[src/design/bvm_pkg.sv]
// shared types, constants and fixed-point helpers for the battery voltage monitor
package bvm_pkg;

	localparam int unsigned ADC_FULL_SCALE_DEF      = 4095;
	localparam int unsigned DEFAULT_DIVIDER_Q16_DEF = 720896;
	localparam int unsigned Q16_3V3                 = 216269;

	localparam int unsigned ADDR_W = 5;
	localparam int unsigned DATA_W = 32;

	localparam logic signed [31:0] Q16_ONE     = 32'sd65536;
	localparam logic signed [31:0] GAIN_SELECT = -32'sd65536;
	localparam logic signed [31:0] S32_MAX     = 32'sh7FFFFFFF;
	localparam logic signed [31:0] S32_MIN     = 32'sh80000000;

	localparam logic [2:0] REG_DIVIDER_GAIN  = 3'd0;
	localparam logic [2:0] REG_FILTER_ALPHA  = 3'd1;
	localparam logic [2:0] REG_CELL_COUNT    = 3'd2;
	localparam logic [2:0] REG_CELL_MIN      = 3'd3;
	localparam logic [2:0] REG_CELL_MAX      = 3'd4;
	localparam logic [2:0] REG_SAMPLE_PERIOD = 3'd5;

	typedef struct packed {
		logic signed [31:0] divider_gain;
		logic [16:0]        filter_alpha;
		logic [3:0]         cell_count;
		logic [19:0]        cell_min_volts;
		logic [19:0]        cell_max_volts;
		logic [31:0]        sample_period_us;
	} cfg_t;

	typedef struct packed {
		logic [31:0] now_us;
		logic [11:0] adc_sample;
	} in_item_t;

	typedef struct packed {
		logic signed [31:0] pack_volts;
		logic signed [31:0] smoothed_volts;
		logic [16:0]        charge_fraction;
	} out_item_t;

	typedef enum logic {
		DIV_VOLTS,
		DIV_FRAC
	} div_sel_t;

	typedef enum logic [1:0] {
		MUL_PACK,
		MUL_NEW,
		MUL_OLD
	} mul_op_t;

	typedef struct packed {
		logic     load_item;
		div_sel_t div_sel;
		logic     div_init;
		logic     div_step;
		logic     div_fin;
		mul_op_t  mul_op;
		logic     mul_prod;
		logic     mul_wb;
		logic     add_filt;
		logic     frac_clear;
		logic     load_out;
	} dp_cmd_t;

	typedef struct packed {
		logic item_ok;
		logic in_range;
	} dp_status_t;

	function automatic logic [31:0] mag_of(input logic signed [31:0] x);
		return x[31] ? (32'd0 - $unsigned(x)) : $unsigned(x);
	endfunction

	function automatic logic signed [31:0] sat_mag(input logic neg, input logic [47:0] mag);
		if (neg) begin
			if (mag >= 48'h0000_8000_0000)
				return S32_MIN;
			return $signed(32'd0 - mag[31:0]);
		end
		if (mag > 48'h0000_7FFF_FFFF)
			return S32_MAX;
		return $signed(mag[31:0]);
	endfunction

endpackage

[src/design/bvm_regs.sv]
// apb configuration registers of the battery voltage monitor
module bvm_regs (
	input  logic                        clk,
	input  logic                        arst_n,
	input  logic                        psel,
	input  logic                        penable,
	input  logic                        pwrite,
	input  logic [bvm_pkg::ADDR_W-1:0]  paddr,
	input  logic [bvm_pkg::DATA_W-1:0]  pwdata,
	output logic [bvm_pkg::DATA_W-1:0]  prdata,
	output logic                        pready,
	output bvm_pkg::cfg_t               cfg
);
	import bvm_pkg::*;

	cfg_t       cfg_q;
	logic [2:0] idx;
	logic       wr;

	assign idx    = paddr[4:2];
	assign wr     = psel && penable && pwrite;
	assign pready = 1'b1;
	assign cfg    = cfg_q;

	always_ff @(posedge clk or negedge arst_n) begin
		if (!arst_n) begin
			cfg_q.divider_gain     <= GAIN_SELECT;
			cfg_q.filter_alpha     <= '0;
			cfg_q.cell_count       <= '0;
			cfg_q.cell_min_volts   <= '0;
			cfg_q.cell_max_volts   <= '0;
			cfg_q.sample_period_us <= '0;
		end else if (wr) begin
			unique case (idx)
				REG_DIVIDER_GAIN:  cfg_q.divider_gain     <= $signed(pwdata);
				REG_FILTER_ALPHA:  cfg_q.filter_alpha     <= pwdata[16:0];
				REG_CELL_COUNT:    cfg_q.cell_count       <= pwdata[3:0];
				REG_CELL_MIN:      cfg_q.cell_min_volts   <= pwdata[19:0];
				REG_CELL_MAX:      cfg_q.cell_max_volts   <= pwdata[19:0];
				REG_SAMPLE_PERIOD: cfg_q.sample_period_us <= pwdata;
				default: ;
			endcase
		end
	end

	always_comb begin
		unique case (idx)
			REG_DIVIDER_GAIN:  prdata = $unsigned(cfg_q.divider_gain);
			REG_FILTER_ALPHA:  prdata = {15'd0, cfg_q.filter_alpha};
			REG_CELL_COUNT:    prdata = {28'd0, cfg_q.cell_count};
			REG_CELL_MIN:      prdata = {12'd0, cfg_q.cell_min_volts};
			REG_CELL_MAX:      prdata = {12'd0, cfg_q.cell_max_volts};
			REG_SAMPLE_PERIOD: prdata = cfg_q.sample_period_us;
			default:           prdata = '0;
		endcase
	end

endmodule

[src/design/bvm_datapath.sv]
// datapath: sample gating, iterative divider, shared multiplier, filter and result register
module bvm_datapath #(
	parameter int unsigned ADC_FULL_SCALE      = bvm_pkg::ADC_FULL_SCALE_DEF,
	parameter int unsigned DEFAULT_DIVIDER_Q16 = bvm_pkg::DEFAULT_DIVIDER_Q16_DEF
) (
	input  logic                 clk,
	input  logic                 arst_n,
	input  bvm_pkg::cfg_t        cfg,
	input  bvm_pkg::in_item_t    sample,
	input  bvm_pkg::dp_cmd_t     cmd,
	output bvm_pkg::dp_status_t  status,
	output bvm_pkg::out_item_t   result
);
	import bvm_pkg::*;

	localparam logic [63:0] RES_WIDE =
		((64'(ADC_FULL_SCALE) << 32) + 64'(Q16_3V3 / 2)) / 64'(Q16_3V3);
	localparam logic [31:0] RES =
		(RES_WIDE > 64'h7FFF_FFFF) ? 32'h7FFF_FFFF : RES_WIDE[31:0];
	localparam logic signed [31:0] DEF_GAIN = 32'(DEFAULT_DIVIDER_Q16);

	logic [31:0]        last_q;
	logic signed [31:0] filt_q;
	logic [11:0]        adc_q;
	logic [23:0]        vmin_q;
	logic [23:0]        vmax_q;
	logic [31:0]        quo_q;
	logic signed [31:0] pack_q;
	logic signed [31:0] t_new_q;
	logic signed [31:0] t_old_q;
	logic [16:0]        frac_q;
	logic [31:0]        rem_q;
	logic [31:0]        shf_q;
	logic [31:0]        dvs_q;
	logic               ovf_q;
	logic [63:0]        prod_q;
	logic               mneg_q;
	out_item_t          result_q;

	logic [31:0]        div_a;
	logic [31:0]        div_b;
	logic [47:0]        div_n;
	logic [32:0]        rem2;
	logic [32:0]        rem_sub;
	logic               ge;
	logic [31:0]        div_res;
	logic signed [31:0] gain;
	logic signed [31:0] mul_a;
	logic signed [31:0] mul_b;
	logic [63:0]        rnd;
	logic signed [31:0] mul_res;
	logic signed [32:0] sum;
	logic signed [31:0] sum_sat;
	logic [31:0]        elapsed;

	assign elapsed = sample.now_us - last_q;
	assign status.item_ok = (cfg.cell_count != 4'd0) && (elapsed > cfg.sample_period_us);
	assign status.in_range = (filt_q > $signed({8'd0, vmin_q}))
		&& (filt_q < $signed({8'd0, vmax_q}));

	assign gain = (cfg.divider_gain == GAIN_SELECT) ? DEF_GAIN : cfg.divider_gain;

	always_comb begin
		unique case (cmd.div_sel)
			DIV_VOLTS: begin
				div_a = {4'd0, adc_q, 16'd0};
				div_b = RES;
			end
			DIV_FRAC: begin
				div_a = $unsigned(filt_q) - {8'd0, vmin_q};
				div_b = {8'd0, vmax_q - vmin_q};
			end
		endcase
	end

	assign div_n   = {div_a, 16'd0} + {17'd0, div_b[31:1]};
	assign rem2    = {rem_q, shf_q[31]};
	assign rem_sub = rem2 - {1'b0, dvs_q};
	assign ge      = rem2 >= {1'b0, dvs_q};
	assign div_res = (ovf_q || shf_q[31]) ? 32'h7FFF_FFFF : shf_q;

	always_comb begin
		unique case (cmd.mul_op)
			MUL_PACK: begin
				mul_a = $signed(quo_q);
				mul_b = gain;
			end
			MUL_NEW: begin
				mul_a = Q16_ONE - $signed({15'd0, cfg.filter_alpha});
				mul_b = pack_q;
			end
			MUL_OLD: begin
				mul_a = $signed({15'd0, cfg.filter_alpha});
				mul_b = filt_q;
			end
			default: begin
				mul_a = '0;
				mul_b = '0;
			end
		endcase
	end

	assign rnd     = prod_q + 64'h8000;
	assign mul_res = sat_mag(mneg_q, rnd[63:16]);

	assign sum = {t_new_q[31], t_new_q} + {t_old_q[31], t_old_q};
	always_comb begin
		if (sum > 33'sh0_7FFF_FFFF)
			sum_sat = S32_MAX;
		else if (sum < -33'sh0_8000_0000)
			sum_sat = S32_MIN;
		else
			sum_sat = sum[31:0];
	end

	always_ff @(posedge clk or negedge arst_n) begin
		if (!arst_n) begin
			last_q <= '0;
			filt_q <= '0;
		end else begin
			if (cmd.load_item)
				last_q <= sample.now_us;
			if (cmd.add_filt)
				filt_q <= sum_sat;
		end
	end

	always_ff @(posedge clk) begin
		if (cmd.load_item) begin
			adc_q  <= sample.adc_sample;
			vmin_q <= 24'(cfg.cell_count) * 24'(cfg.cell_min_volts);
			vmax_q <= 24'(cfg.cell_count) * 24'(cfg.cell_max_volts);
		end
		if (cmd.div_init) begin
			rem_q <= {16'd0, div_n[47:32]};
			shf_q <= div_n[31:0];
			dvs_q <= div_b;
			ovf_q <= {16'd0, div_n[47:32]} >= div_b;
		end
		if (cmd.div_step) begin
			rem_q <= ge ? rem_sub[31:0] : rem2[31:0];
			shf_q <= {shf_q[30:0], ge};
		end
		if (cmd.div_fin) begin
			if (cmd.div_sel == DIV_VOLTS)
				quo_q <= div_res;
			else
				frac_q <= div_res[16:0];
		end
		if (cmd.frac_clear)
			frac_q <= '0;
		if (cmd.mul_prod) begin
			prod_q <= 64'(mag_of(mul_a)) * 64'(mag_of(mul_b));
			mneg_q <= mul_a[31] ^ mul_b[31];
		end
		if (cmd.mul_wb) begin
			unique case (cmd.mul_op)
				MUL_PACK: pack_q  <= mul_res;
				MUL_NEW:  t_new_q <= mul_res;
				MUL_OLD:  t_old_q <= mul_res;
				default: ;
			endcase
		end
		if (cmd.load_out) begin
			result_q.pack_volts      <= pack_q;
			result_q.smoothed_volts  <= filt_q;
			result_q.charge_fraction <= frac_q;
		end
	end

	assign result = result_q;

endmodule

[src/design/bvm_ctrl.sv]
// controller: sequences the divider, multiplier and filter steps and the result handshake
module bvm_ctrl (
	input  logic                clk,
	input  logic                arst_n,
	input  logic                sample_valid,
	output logic                sample_stall,
	output logic                result_valid,
	input  logic                result_stall,
	input  bvm_pkg::dp_status_t status,
	output bvm_pkg::dp_cmd_t    cmd
);
	import bvm_pkg::*;

	typedef enum logic [3:0] {
		S_IDLE,
		S_DIV1_INIT,
		S_DIV1_RUN,
		S_DIV1_FIN,
		S_PACK_P,
		S_PACK_W,
		S_NEW_P,
		S_NEW_W,
		S_OLD_P,
		S_OLD_W,
		S_ADD,
		S_RANGE,
		S_DIV2_INIT,
		S_DIV2_RUN,
		S_DIV2_FIN,
		S_DONE
	} state_t;

	state_t     state_q;
	logic [4:0] cnt_q;
	logic       valid_q;
	logic       out_free;

	assign out_free     = !valid_q || !result_stall;
	assign sample_stall = state_q != S_IDLE;
	assign result_valid = valid_q;

	always_ff @(posedge clk or negedge arst_n) begin
		if (!arst_n) begin
			state_q <= S_IDLE;
			cnt_q   <= '0;
			valid_q <= 1'b0;
		end else begin
			if (state_q == S_DONE && out_free)
				valid_q <= 1'b1;
			else if (valid_q && !result_stall)
				valid_q <= 1'b0;
			unique case (state_q)
				S_IDLE:
					if (sample_valid && status.item_ok)
						state_q <= S_DIV1_INIT;
				S_DIV1_INIT: begin
					cnt_q   <= '0;
					state_q <= S_DIV1_RUN;
				end
				S_DIV1_RUN: begin
					cnt_q <= cnt_q + 5'd1;
					if (cnt_q == 5'd31)
						state_q <= S_DIV1_FIN;
				end
				S_DIV1_FIN:  state_q <= S_PACK_P;
				S_PACK_P:    state_q <= S_PACK_W;
				S_PACK_W:    state_q <= S_NEW_P;
				S_NEW_P:     state_q <= S_NEW_W;
				S_NEW_W:     state_q <= S_OLD_P;
				S_OLD_P:     state_q <= S_OLD_W;
				S_OLD_W:     state_q <= S_ADD;
				S_ADD:       state_q <= S_RANGE;
				S_RANGE:     state_q <= status.in_range ? S_DIV2_INIT : S_DONE;
				S_DIV2_INIT: begin
					cnt_q   <= '0;
					state_q <= S_DIV2_RUN;
				end
				S_DIV2_RUN: begin
					cnt_q <= cnt_q + 5'd1;
					if (cnt_q == 5'd31)
						state_q <= S_DIV2_FIN;
				end
				S_DIV2_FIN:  state_q <= S_DONE;
				S_DONE:
					if (out_free)
						state_q <= S_IDLE;
				default:     state_q <= S_IDLE;
			endcase
		end
	end

	always_comb begin
		cmd = '0;
		cmd.div_sel = DIV_VOLTS;
		cmd.mul_op  = MUL_PACK;
		unique case (state_q)
			S_IDLE:      cmd.load_item = sample_valid && status.item_ok;
			S_DIV1_INIT: cmd.div_init = 1'b1;
			S_DIV1_RUN:  cmd.div_step = 1'b1;
			S_DIV1_FIN:  cmd.div_fin = 1'b1;
			S_PACK_P:    cmd.mul_prod = 1'b1;
			S_PACK_W:    cmd.mul_wb = 1'b1;
			S_NEW_P: begin
				cmd.mul_op   = MUL_NEW;
				cmd.mul_prod = 1'b1;
			end
			S_NEW_W: begin
				cmd.mul_op = MUL_NEW;
				cmd.mul_wb = 1'b1;
			end
			S_OLD_P: begin
				cmd.mul_op   = MUL_OLD;
				cmd.mul_prod = 1'b1;
			end
			S_OLD_W: begin
				cmd.mul_op = MUL_OLD;
				cmd.mul_wb = 1'b1;
			end
			S_ADD:       cmd.add_filt = 1'b1;
			S_RANGE:     cmd.frac_clear = !status.in_range;
			S_DIV2_INIT: begin
				cmd.div_sel  = DIV_FRAC;
				cmd.div_init = 1'b1;
			end
			S_DIV2_RUN: begin
				cmd.div_sel  = DIV_FRAC;
				cmd.div_step = 1'b1;
			end
			S_DIV2_FIN: begin
				cmd.div_sel = DIV_FRAC;
				cmd.div_fin = 1'b1;
			end
			S_DONE:      cmd.load_out = out_free;
			default: ;
		endcase
	end

endmodule

[src/design/battery_voltage_monitor_unit.sv]
// top level of the battery voltage monitor
// Usage:
// - configure over the apb port while idle; registers sit at byte addresses 4*i,
//   in order divider_gain, filter_alpha, cell_count, cell_min_volts,
//   cell_max_volts, sample_period_us; pready is always high
// - a sample request (now_us, adc_sample) is taken when sample_valid is high and
//   sample_stall is low; a sample that comes too early or with cell_count zero
//   is taken and dropped, and the port is free again in the next cycle
// - a sample that passes gives one result request: between acceptance and
//   result_valid lie a restoring division for the pack voltage, the shared
//   multiplier products for the pack voltage and the filter terms, the filter
//   add, the range check and the result write; when the filtered voltage is
//   inside the charge range, a second restoring division for the charge fraction follows the range check
// - one sample is in work at a time; sample_stall is high from acceptance until
//   the result is written to the output register, so a new sample is taken only
//   once the result of the last one is in the output register
// - the output register holds a result while result_stall is high; the next
//   sample is accepted meanwhile and its result waits until the register frees
// - reset returns the configuration to its reset values, clears the filter
//   state and the last sample time, and drops any pending result
module battery_voltage_monitor_unit #(
	parameter int unsigned ADC_FULL_SCALE      = bvm_pkg::ADC_FULL_SCALE_DEF,
	parameter int unsigned DEFAULT_DIVIDER_Q16 = bvm_pkg::DEFAULT_DIVIDER_Q16_DEF
) (
	input  logic                        clk,
	input  logic                        arst_n,
	input  logic                        psel,
	input  logic                        penable,
	input  logic                        pwrite,
	input  logic [bvm_pkg::ADDR_W-1:0]  paddr,
	input  logic [bvm_pkg::DATA_W-1:0]  pwdata,
	output logic [bvm_pkg::DATA_W-1:0]  prdata,
	output logic                        pready,
	input  logic                        sample_valid,
	output logic                        sample_stall,
	input  bvm_pkg::in_item_t           sample,
	output logic                        result_valid,
	input  logic                        result_stall,
	output bvm_pkg::out_item_t          result
);
	import bvm_pkg::*;

	cfg_t       cfg;
	dp_cmd_t    cmd;
	dp_status_t status;

	bvm_regs u_regs (
		.clk     (clk),
		.arst_n  (arst_n),
		.psel    (psel),
		.penable (penable),
		.pwrite  (pwrite),
		.paddr   (paddr),
		.pwdata  (pwdata),
		.prdata  (prdata),
		.pready  (pready),
		.cfg     (cfg)
	);

	bvm_ctrl u_ctrl (
		.clk          (clk),
		.arst_n       (arst_n),
		.sample_valid (sample_valid),
		.sample_stall (sample_stall),
		.result_valid (result_valid),
		.result_stall (result_stall),
		.status       (status),
		.cmd          (cmd)
	);

	bvm_datapath #(
		.ADC_FULL_SCALE      (ADC_FULL_SCALE),
		.DEFAULT_DIVIDER_Q16 (DEFAULT_DIVIDER_Q16)
	) u_datapath (
		.clk    (clk),
		.arst_n (arst_n),
		.cfg    (cfg),
		.sample (sample),
		.cmd    (cmd),
		.status (status),
		.result (result)
	);

endmodule
[config.mk]
export PLATFORM = sky130hd
export DESIGN_NAME = battery_voltage_monitor_unit
export DESIGN_NICKNAME = d
export VERILOG_FILES = /design/src/design/bvm_pkg.sv /design/src/design/bvm_regs.sv /design/src/design/bvm_datapath.sv /design/src/design/bvm_ctrl.sv /design/src/design/battery_voltage_monitor_unit.sv
export SDC_FILE = /design/constraint.sdc
export NUM_CORES = 2
export LEC_CHECK = 0
export BUFFER_PORTS_ARGS = -buffer_cell sky130_fd_sc_hd__buf_2
export CORE_MARGIN = 2
export CORE_UTILIZATION = 59
export DETAILED_ROUTE_END_ITERATION = 7
export HOLD_SLACK_MARGIN = 0.06
export PLACE_DENSITY = 0.88
export SLEW_MARGIN = 5
export SYNTH_ARGS = -nofsm -noshare
export SYNTH_HDL_FRONTEND = slang
export SYNTH_SLANG_ARGS = --single-unit
[constraint.sdc]
create_clock -name clk -period 10 [get_ports clk]
set_clock_uncertainty 0.05 [all_clocks]
set_input_delay 1 -clock clk [delete_from_list [all_inputs] [get_ports clk]]
set_output_delay 1 -clock clk [all_outputs]
set_load 0.01 [all_outputs]
# Word level (Yosys, flattened, before mapping)
# Index checks and enable logic that the tools add are counted.
# totals
register_bits,647
inputBits,88
out_inout_bits,116
wordCells,170
# classes
n_addsub,12
multipliers,3
n_lt_le_gt_ge,9
eq_ne,28
mux,47
bitwise_logic,2
reduce_logical,40
# op_table
operator,count
two-way mux 32 bit,16
one-hot mux 32 bit (3 select lines),2
one-hot mux 32 bit (6 select lines),1
one-hot mux 32 bit (2 select lines),2
subtractor 1 x 32 -> 32 bit (first input constant),3
adder 64 x 16 -> 64 bit (second input constant),1
multiplier 32 x 32 -> 64 bit,1
one-hot mux 4 bit (16 select lines),1
subtractor 32 bit,2
adder 48 x 31 -> 48 bit,1
greater-or-equal comparator 48 x 32 -> 1 bit (second input constant),1
> comparator 48 x 31 -> 1 bit (second input constant),1
multiplier 4 x 20 -> 24 bit,2
adder 32 x 32 -> 33 bit,1
greater-or-equal comparator 33 x 32 -> 1 bit,1
> comparator 33 x 32 -> 1 bit (second input constant),1
less-than comparator 33 x 32 -> 1 bit (second input constant),1
== test 32 x 17 -> 1 bit (second input constant),1
== test 4 bit (second input constant),8
greater-or-equal comparator 16 x 32 -> 1 bit,1
> comparator 32 x 25 -> 1 bit,1
> comparator 32 bit,1
less-than comparator 32 x 25 -> 1 bit,1
subtractor 32 x 24 -> 32 bit,1
other kinds (33),89

# Depth between registers and ports, before layout
# logic_depth
word_depth,9
mapped_depth,45
depth_no_buf,42

# Cells and area by module
# From an unflattened synthesis, not the netlist that was laid out.
# hier_totals
cells_unflattened,7901
hier_area_um2,74725.4
# by_module_without_submodules
module,instances,cells_each,area_each_um2,seq_area_each_um2
bvm_datapath,1,7409,68284.2,14223.6
bvm_regs,1,419,5778.0,3148.0
bvm_ctrl,1,73,663.1,250.2

# Least setup slack after synthesis
# No wires, ideal clock.
# synth_path
path_type,reg-to-reg
startpoint,reg u_regs.cfg_q (netlist bit u_regs.cfg[76])
endpoint,reg u_datapath.prod_q[59] (data pin)
setup_ns,0.274
t_arrival_ns,9.961
slack_ns,-0.285
path_stages_with_launch,41
path_buffers,2
period_less_slack_ns,10.285
path_cell_list,dfrtp_1 inv_1 ha_1 or3b_2 nor4_1 nor3_1 a221oi_2 and3_1 nand2_1 a21o_1 or3_1 o31ai_2 xor2_1 nor2_1 buf_2 nand2_1 fa_1 inv_1 (+5 left out) fa_1 fa_1 fa_1 inv_1 fa_1 inv_1 ha_1 clkbuf_1 a21o_1 a21o_1 a21oi_1 a21oi_1 a211o_1 a41o_1 a41oi_2 o21bai_2 nor3_1 a2111oi_2
# synth_via
elab_chain_len,5
# synth_lines
element,line,text
"start, declared",bvm_regs.sv:16,cfg_t cfg_q;
subtractor 17 x 17 -> 18 bit,bvm_datapath.sv:89,"mul_a = Q16_ONE - $signed({15'd0, cfg.filter_alpha});"
one-hot mux 32 bit (3 select lines) (*),bvm_datapath.sv:83,unique case (cmd.mul_op)
subtractor 1 x 32 -> 32 bit,bvm_pkg.sv:74,return x[31] ? (32'd0 - $unsigned(x)) : $unsigned(x);
two-way mux 32 bit (*),bvm_pkg.sv:74,
multiplier 32 x 32 -> 64 bit (*),bvm_datapath.sv:153,prod_q <= 64'(mag_of(mul_a)) * 64'(mag_of(mul_b));
"end signal, assigned",bvm_datapath.sv:153,
"end, declared",bvm_datapath.sv:36,logic [63:0] prod_q;
# Mark *: on every way between the ends. The rest lies on a longest branch, timed or not.
# A chain may end at the register's enable or synchronous reset.

# Final worst setup path
# layout_path
startpoint,reg u_regs.cfg_q (netlist bit u_regs.cfg[77])
endpoint,reg u_datapath.prod_q[58] (data pin)
# The elaborated chain is that of the path after synthesis.

==> metrics.txt <==
status finished with violations; failing checks setup timing; slowest cell on the critical path fa_1; initial antenna violation count 10; CTS Buf Count 68; number of global-route vias before repair roughly 66000; num rows 129; Yosys reg bits 625; register area share after synthesis 0.238; largest net degree at the start of global routing 98; R2R Setup Slk -0.39 ns; FFs w/ async S/R, synth 0.318; CTS tree done; Die X between 300 and 400 um; syn_nets 9600; Post-synth EDFFs between 400 and 500; CP Class flop to flop; Synth top cells by count inv_1, fa_1, nand2_1; Initial Util 0.596; layout cell share with drive strength beyond 1 0.200; Syn Area/Cell around 9.3 um^2; Post-layout nets about 10000; vias between 60000 and 70000; fmax ~96 MHz; Least-Margin Pin Slew about 1.3 ns; most common cell in the netlist inv_1; Core Area 124000 um^2; Clock Sinks approximately 630; clock root cell clkbuf_16; DR WL met2 ~110000 um; most frequent CP cell fa_1; Avg WL per Cell about 25 um; data arrival time of the critical path between 10 and 15 ns; Reg clk slew, reported paths 0.08 ns; dominant cells by area after synthesis fa_1, edfxtp_1, ha_1; # setup viols final 23; element type at the critical path end flop; CP max stage delay 0.57 ns; hpwl dp roughly 210000 um; final-report max-slew violation count 0; Hold WC Path Type input pin to asynchronous set/reset pin; first-pass GRT wire length 393000 um; met3 wire length about 35000 um; GRT Util Overall 0.409; die area 128000 um^2; CP required 10.40 ns; GRT overflow 0; CTS Hold Bufs 0; RSZ-0062 raised after global routing true; I/O pin count between 200 and 250; top routing layer in use met5; Syn. warnings 0; Yosys cell types 113; final hold vios 0; crit share post-route 1.04; Clock Tree Buf Depth 3; cell taking the most area after synthesis fa_1; Setup WS post-layout -0.389 ns; Mapped Area between 70000 and 80000 um^2; Most used DFF post-synth edfxtp_1; DRT Pass-1 Iters 8; Vias/cell 6.22; Worst Path Max Fanout 10; Mapped Cells approximately 8000; Area growth, synth to finish 18.9%; Metal-1 WL a little under 100000 um; IO Port Bufs 200; maxcap violations 0; Sum Neg Setup Slack -5.07 ns; final worst path period need slightly above 10 ns; DRC 0; Die H 358 um; worst skew pair latency around 0.7 ns; crit start category flop; gp weighted congestion 1.07; Slew headroom 0.105; share of the synthesized area in the top cell type 0.263; CTS H-Tree Depth 3; DR iter-0 viols around 8400; Detail Route Antenna Nets 0; final wirelength approximately 260000 um
-- cell type report --
type	count	area (um^2)
Tap cell	1637	2050
Inverter	1277	4790
Antenna cell	8	20.0
Multi-Input combinational cell	5749	52500
Timing Repair Buffer	1126	8690
Fill cell	8663	36100
Clock buffer	84	1810
Clock inverter	42	577
Sequential cell	625	17600
-- state kept, by name, indices dropped and copies added (netlist names), 5 cells and up --
| register | flops |
|---|---|
| u_datapath.adc_q | 12 |
| u_datapath.pack_q | 32 |
| u_datapath.prod_q | 49 |
| u_datapath.t_new_q | 32 |
| u_ctrl.cnt_q | 5 |
| u_datapath.quo_q | 32 |
| u_datapath.rem_q | 32 |
| u_datapath.shf_q | 32 |
| u_datapath.dvs_q | 25 |
| u_datapath.filt_q | 32 |
| u_datapath.frac_q | 17 |
| u_datapath.vmin_q | 24 |
| u_regs.cfg | 125 |
| u_datapath.vmax_q | 24 |
| u_datapath.result | 81 |
| u_datapath.t_old_q | 32 |
| u_datapath.last_q | 32 |
-- layer usage --
layer	vias up	global-route usage
met2	4554	0.607
li1	27800	-
met3	991	0.122
met4	8	0.217
met5	-	0
met1	32200	0.543
-- cells by family (layout without fill, tap and decap cells) --
| group | count (synthesis) | count (layout) | synth area share |
|---|---|---|---|
| compound gates | 1211 | 1211 | 0.107 |
| xor+xnor | 355 | 355 | 0.0421 |
| fa+ha+maj | 1510 | 1510 | 0.354 |
| buf+inv | 1628 | 2529 | 0.0837 |
| flops | 625 | 625 | 0.238 |
| mux | 129 | 129 | 0.0206 |
| other cells | 2 | 10 | 0.000101 |
| simple gates | 2542 | 2542 | 0.155 |
-- worst max-delay path: cells and delay by family, from the launching register on --
| family | cells | cell delay, ns |
|---|---|---|
| compound gates | 14 | 2.43 |
| xor+xnor | 2 | 0.28 |
| fa+ha+maj | 9 | 3.87 |
| buf+inv | 12 | 1.44 |
| flops | 1 | 0.41 |
| simple gates | 6 | 1.64 |
-- worst paths after layout --
kind | startpoint | depth (start not counted) | to
worst max-delay path | u_regs.cfg[77] | 43 | u_datapath.prod_q[58]
worst min-delay path | arst_n | 1 | u_datapath.last_q[10]
worst max register to register | u_regs.cfg[77] | 43 | u_datapath.prod_q[58]
worst min register to register | u_datapath.frac_q[0] | 0 | u_datapath.result[0]
max in group asynchronous | arst_n | 3 | u_datapath.filt_q[4]
min in group clk | u_datapath.frac_q[0] | 0 | u_datapath.result[0]
-- layout by cell type (no fill, tap or decap), drive strengths merged, types with 44 or more instances in the layout --
master	netlist	final
inv	1277	1283
buf	65	1125
fa	973	973
nand2	909	909
nor2	865	865
ha	537	537
edfxtp	409	409
o21ai	299	299
a21oi	296	296
xnor2	216	216
dfrtp	183	183
xor2	139	139
nor3	138	138
a21o	122	122
mux2	107	107
nand3	98	98
and2	97	97
clkbuf	286	85
or3	72	72
nand4	66	66
nand2b	65	65
a22oi	64	64
o22ai	54	54
o21a	51	51
nor2b	49	49
o21bai	49	49
and3	44	44
-- timing repair --
item                       CTS  global route
hold endpoints to repair     0             0
setup endpoints to repair   40            37
pin swaps                  206           139
buffers inserted            60            49
resized for setup          318           192
cloned                       0             0
-- through the flow --
step | hold slack, ns | instance area [um^2] | std cells | worst slack, ns | util
CTS | 0.294 | 86900 | 10500 | -0.159 | 0.700
global route | 0.348 | 88000 | 10500 | -0.651 | 0.709
detailed placement | 0.373 | 82500 | 10300 | -1.06 | 0.664
global placement | 0.364 | 82500 | 10300 | -0.890 | 0.664
floorplan | 0.359 | 74100 | 8002 | 0.00585 | -
finish | 0.304 | 88000 | 10500 | -0.389 | 0.709
Power is left out: the tool's default activity adds up to more than one toggle a clock period on the data nets, which glitch-free logic cannot reach.
